--- src/design/vfa_pkg.sv ---
// ============================================================================
// vfa_pkg: shared types and helpers for the vector fixed-point ALU
// Holds the command codes, the item structs and the saturation helper.
// ============================================================================
`default_nettype none

package vfa_pkg;

  // Width of every data field, set by the item format.
  localparam int DATA_WIDTH    = 32;
  // Default number of fraction bits.
  localparam int FRAC_BITS_DEF = 16;
  // Number of vector lanes.
  localparam int LANES         = 4;
  // Width of the widest value that is ever saturated.
  localparam int SAT_W         = 2 * DATA_WIDTH + 4;

  typedef logic signed [DATA_WIDTH-1:0] data_t;

  typedef enum logic [3:0] {
    CMD_ADD   = 4'd0,
    CMD_SUB   = 4'd1,
    CMD_SCALE = 4'd2,
    CMD_RECIP = 4'd3,
    CMD_MUL   = 4'd4,
    CMD_DIV   = 4'd5,
    CMD_NORM  = 4'd6,
    CMD_CROSS = 4'd7,
    CMD_DOT   = 4'd8,
    CMD_LERP  = 4'd9,
    CMD_MAG   = 4'd10,
    CMD_DIST  = 4'd11
  } cmd_t;

  // Lane sources of the cross product: lane i is a[u]*b[v] - a[v]*b[u].
  // The w lane points at x twice, so its difference is zero.
  localparam logic [1:0] CROSS_U [LANES] = '{2'd1, 2'd2, 2'd0, 2'd0};
  localparam logic [1:0] CROSS_V [LANES] = '{2'd2, 2'd0, 2'd1, 2'd0};

  typedef struct packed {
    logic [3:0] command;
    logic [2:0] dims;
    data_t      a_x;
    data_t      a_y;
    data_t      a_z;
    data_t      a_w;
    data_t      b_x;
    data_t      b_y;
    data_t      b_z;
    data_t      b_w;
    data_t      scalar_in;
  } operands_t;

  typedef struct packed {
    data_t res_x;
    data_t res_y;
    data_t res_z;
    data_t res_w;
    data_t res_scalar;
    logic  saturated;
  } results_t;

  typedef struct packed {
    logic  flag;
    data_t val;
  } sat_t;

  // Clamp a wide signed value to the data range and report clamping.
  function automatic sat_t sat_fn(input logic signed [SAT_W-1:0] v);
    sat_t                    r;
    logic signed [SAT_W-1:0] hi;
    logic signed [SAT_W-1:0] lo;
    hi = $signed({{(SAT_W-DATA_WIDTH+1){1'b0}}, {(DATA_WIDTH-1){1'b1}}});
    lo = ~hi;
    if (v > hi) begin
      r.flag = 1'b1;
      r.val  = hi[DATA_WIDTH-1:0];
    end else if (v < lo) begin
      r.flag = 1'b1;
      r.val  = lo[DATA_WIDTH-1:0];
    end else begin
      r.flag = 1'b0;
      r.val  = v[DATA_WIDTH-1:0];
    end
    return r;
  endfunction

endpackage

`default_nettype wire

--- src/design/vfa_sqrt.sv ---
// ============================================================================
// vfa_sqrt: pipelined integer square root
// Restoring square root, one root bit per register stage, floor result.
// ============================================================================
`default_nettype none

module vfa_sqrt #(
  parameter int RB = vfa_pkg::DATA_WIDTH + 2
) (
  input  wire logic            clk,
  input  wire logic [2*RB-1:0] rad,
  output logic      [RB-1:0]   root
);
  import vfa_pkg::*;

  logic [RB+1:0]   rem_q  [RB];
  logic [RB-1:0]   root_q [RB];
  logic [2*RB-1:0] rad_q  [RB];

  logic [RB+1:0]   rem_in  [RB];
  logic [RB-1:0]   root_in [RB];
  logic [2*RB-1:0] rad_in  [RB];

  logic [RB+1:0]   rem_next  [RB];
  logic [RB-1:0]   root_next [RB];
  logic [2*RB-1:0] rad_next  [RB];

  // Each stage takes the previous stage's registers; the first takes the input.
  always_comb begin
    rem_in[0]  = '0;
    root_in[0] = '0;
    rad_in[0]  = rad;
    for (int k = 1; k < RB; k++) begin
      rem_in[k]  = rem_q[k-1];
      root_in[k] = root_q[k-1];
      rad_in[k]  = rad_q[k-1];
    end
  end

  // One trial subtraction per stage, consuming two radicand bits.
  always_comb begin : c_stage
    logic [RB+3:0] rem_sh;
    logic [RB+3:0] trial;
    logic          take;
    for (int k = 0; k < RB; k++) begin
      rem_sh       = {rem_in[k], rad_in[k][2*RB-1 -: 2]};
      trial        = {2'b00, root_in[k], 2'b01};
      take         = (rem_sh >= trial);
      rem_next[k]  = take ? (RB+2)'(rem_sh - trial) : (RB+2)'(rem_sh);
      root_next[k] = {root_in[k][RB-2:0], take};
      rad_next[k]  = {rad_in[k][2*RB-3:0], 2'b00};
    end
  end

  always_ff @(posedge clk) begin
    for (int k = 0; k < RB; k++) begin
      rem_q[k]  <= rem_next[k];
      root_q[k] <= root_next[k];
      rad_q[k]  <= rad_next[k];
    end
  end

  assign root = root_q[RB-1];

endmodule

`default_nettype wire

--- config.mk ---
export PLATFORM = sky130hd
export DESIGN_NAME = vfa_sqrt
export DESIGN_NICKNAME = d
export VERILOG_FILES = /design/src/design/vfa_pkg.sv /design/src/design/vfa_sqrt.sv
export SDC_FILE = /design/constraint.sdc
export NUM_CORES = 2
export LEC_CHECK = 0
export ABC_CLOCK_PERIOD_IN_PS = 6500
export BUFFER_PORTS_ARGS = -buffer_cell sky130_fd_sc_hd__buf_2
export CAP_MARGIN = 30
export CELL_PAD_IN_SITES_DETAIL_PLACEMENT = 1
export CELL_PAD_IN_SITES_GLOBAL_PLACEMENT = 2
export CORE_MARGIN = 2
export CORE_UTILIZATION = 45
export DETAILED_ROUTE_END_ITERATION = 8
export PLACE_DENSITY = 0.95
export SLEW_MARGIN = 10
export SYNTH_ARGS = -nofsm -noshare
export SYNTH_HDL_FRONTEND = slang
export SYNTH_MEMORY_MAX_BITS = 65536
export SYNTH_SLANG_ARGS = --single-unit
--- constraint.sdc ---
create_clock -name clk -period 6.5 [get_ports clk]
set_input_delay 1.625 -clock clk [delete_from_list [all_inputs] [get_ports clk]]
set_output_delay 1.625 -clock clk [all_outputs]
set_load 0.005 [all_outputs]
==> flow_metrics.env <==
export IMPL_gp_congestion=0.9166
export IMPL_period_share_pct=70.59
export IMPL_min_path_type="reg -> reg"
export IMPL_drcViolationCount=0
export IMPL_grt_max_degree=60
export IMPL_yosysTopAreaCell="dfxtp_1"
export IMPL_core_area_sq_um=229500
export IMPL_fmax_mhz=217.9
export IMPL_antenna_left=0
export IMPL_die_area_sq_um=234300
export IMPL_finalCriticalPeriod_ns=4.589
export IMPL_start_kind="register"
export IMPL_power_density_nw_per_um2=395.4
export IMPL_grt_usage_pct=21.89
export IMPL_synth_cell_types=88
export IMPL_avgRoutedWirePerCell_um=18.99
export IMPL_cts_resized_gates=0
export IMPL_wl_um=259800
export IMPL_cts_tree="built"
export IMPL_slew_viol_final=0
export IMPL_synthToLayoutAreaGrowth_pct=13.49
export IMPL_worst_skew_pair_late_latency_ns=0.96
export IMPL_portBuffers=102
export IMPL_hold_viol=0
export IMPL_tns_ns=0
export IMPL_final_core_util_pct=51.28
export IMPL_cp_arrival_ns=5.39
export IMPL_grt_pass1_wl_um=417400
export IMPL_max_stage_delay_ns=0.62
export IMPL_postSynthAreaPerCell_sq_um=10.17
export IMPL_rows=176
export IMPL_clkTransAtPathRegs_ns=0.07
export IMPL_cpMaxStageDelayCell="o21ai_4"
export IMPL_synth_edf_count=0
export IMPL_die_h_um=484.0
export IMPL_yosysTopAreaCellShare_pct=55.07
export IMPL_io_pins=103
export IMPL_tightestPinTransition_ns=0.9493
export IMPL_vias=71650
export IMPL_grt_ovfl_total=0
export IMPL_final_cell_mix="2,852 x dfxtp_1, 830 x inv_1, 730 x nand2_1"
export IMPL_crit_required_ns=7.30
export IMPL_nFillCells=24960
export IMPL_ys_ff_latch=2852
export IMPL_skew_ns=0.09009
export IMPL_grt_pass1_vias=77440
export IMPL_cts_buffers=304
export IMPL_nets=11140
export IMPL_vias_per_cell=5.238
export IMPL_synth_nets=10900
export IMPL_synth_warnings=0
export IMPL_crit_type="reg -> reg"
export IMPL_drive_gt1_share_pct=7.304
export IMPL_critPathTopFamily="compound AO/OA/AOI/OAI gates"
export IMPL_synth_ff_type="dfxtp_1"
export IMPL_ctsHoldBuffers=0
export IMPL_htree_levels=5
export IMPL_dr_pass1_iters=8
export IMPL_start_util_pct=45.19
export IMPL_place_area_sq_um=107600
export IMPL_reg2reg_slack_ns=1.91
export IMPL_setup_violations=0
export IMPL_max_cap_violations=0
export IMPL_yosysSeqAreaShare_pct=55.07
export IMPL_max_slew_margin_rel_pct=36.13
export IMPL_critPathMaxFanout=31
export IMPL_design_area_sq_um=117700
export IMPL_status="finished clean"
export IMPL_path_cells="inv_1 > ha_1 > nor2b_1 > o21ai_0 > a21boi_0 > o21ai_0 > o21ai_0 > a21oi_1 > a31oi_1 > a211oi_1 > o21ai_4 > buf_4 > mux2_2"
export IMPL_drt_initial_drc_count=3500
export IMPL_rsz0062_at_grt="no"
export IMPL_antenna_found_initial=6
export IMPL_p_leak_nw=55.49
export IMPL_final_common_cell="dfxtp_1"
export IMPL_hpwl_um=188700
export IMPL_clock_sinks=2852
export IMPL_crit_path_frequent_cell="o21ai_0"
export IMPL_cts_setup_buffers=0
export IMPL_synthCells=10200
export IMPL_cp_end_kind="register"
export IMPL_peakVddDrop_mv=0.2505
export IMPL_synth_area_leaders="dfxtp_1 55%, ha_1 7.6%, xor2_1 4.1%, xnor2_1 4.0%, inv_1 3.0%"
export IMPL_syn_area_sq_um=103700
export IMPL_cts_path_max_buffers=4
export IMPL_async_flop_share_pct=0
export IMPL_cts_root_buf="clkbuf_16"
export IMPL_fp_dieW_um=484.0
export IMPL_cp_num_buf_inv=2
==> synthesized netlist by cell type (all sizes together), types with 16 or more instances <==
cell type,instances
nand3,168
a31oi,51
ha,632
nand2b,110
nor4b,16
a21o,306
and4,20
buf,18
nor2,566
or3,99
xnor2,476
clkbuf,188
o21ai,548
nand2,730
o21bai,65
and3,58
or4,59
a2111oi,21
nor3b,26
or2,62
o21a,133
mux2,59
a21boi,29
nand4b,16
nand3b,23
o41ai,20
nor2b,86
o31ai,83
dfxtp,2852
nor3,272
inv,833
and2,33
a211oi,41
nor4,125
a21oi,582
a211o,20
nand4,106
o211ai,23
xor2,480
==> where the power goes <==
group / switching, mW / internal [mW]
registers: 2.28 / 20.2
clock network: 6.88 / 10.5
logic: 3.76 / 2.92
==> registers in the layout, summed over array words and instances, names as in the netlist <==
register and cells:
rad_q 1122, rem_q 1135, root_q 595
==> area by class of cell <==
cell class	instances	area, sq um	share of cell area [%]
clock buffer	422	8740	7.427
antenna	2	5.005	0.004253
clock inverter	100	1292	1.098
inverter	836	3138	2.667
sequential	2852	57090	48.52
tap	3026	3786	3.218
timing repair buffer	137	813.3	0.6912
multi-input combinational	6304	42800	36.37
==> cells by family (layout without fill, tap and decap cells) <==
group,Yosys count,count (layout),share of synthesized area (%)
xor+xnor,956,956,8.076
fa+ha+maj,632,632,7.627
other cells,1,3,0.003617
flops,2852,2852,55.07
buf+inv,1042,1495,3.781
simple gates,2594,2594,12.35
mux,73,73,0.7759
compound gates,2048,2048,12.32
==> routing by layer <==
layer,GRT usage [%],wire (um),vias up
met4,7.655,8629,2
met2,40.77,134600,1020
met3,2.708,7170,537
li1,-,-,35160
met1,25.63,109400,34940
met5,0,8,-
==> worst paths after layout <==
path | startpoint | endpoint | cells after the start
worst max register to register | root_q[31][0]$_DFF_P_ | rem_q[32][9]$_DFF_P_ | 13
worst max-delay path | root_q[31][0]$_DFF_P_ | rem_q[32][9]$_DFF_P_ | 13
worst min-delay path | rad_q[1][11]$_DFF_P_ | rad_q[2][13]$_DFF_P_ | 0
worst min register to register | rad_q[1][11]$_DFF_P_ | rad_q[2][13]$_DFF_P_ | 0
==> per-stage QoR <==
step | setup WS (ns) | hold WS [ns] | power [mW] | instances
3_5_place_dp | 2.129 | 0.3132 | 29.41 | 13150
6_report | 1.911 | 0.2824 | 46.53 | 13680
5_1_grt | 1.606 | 0.2871 | 48.77 | 13680
2_1_floorplan | 2.843 | 0.3096 | 26.94 | 10200
3_3_place_gp | 2.239 | 0.3095 | 29.06 | 13150
4_1_cts | 1.968 | 0.2848 | 46.99 | 13680
==> worst register-to-register path, delay by kind of cell (launching register included) <==
family | cells | cell delay [ns]
simple gates | 1 | 0.20
mux | 1 | 0.41
fa+ha+maj | 1 | 0.35
flops | 1 | 0.35
compound gates | 8 | 2.58
buf+inv | 2 | 0.54
Note: power is estimated with default switching activity, not from simulation.
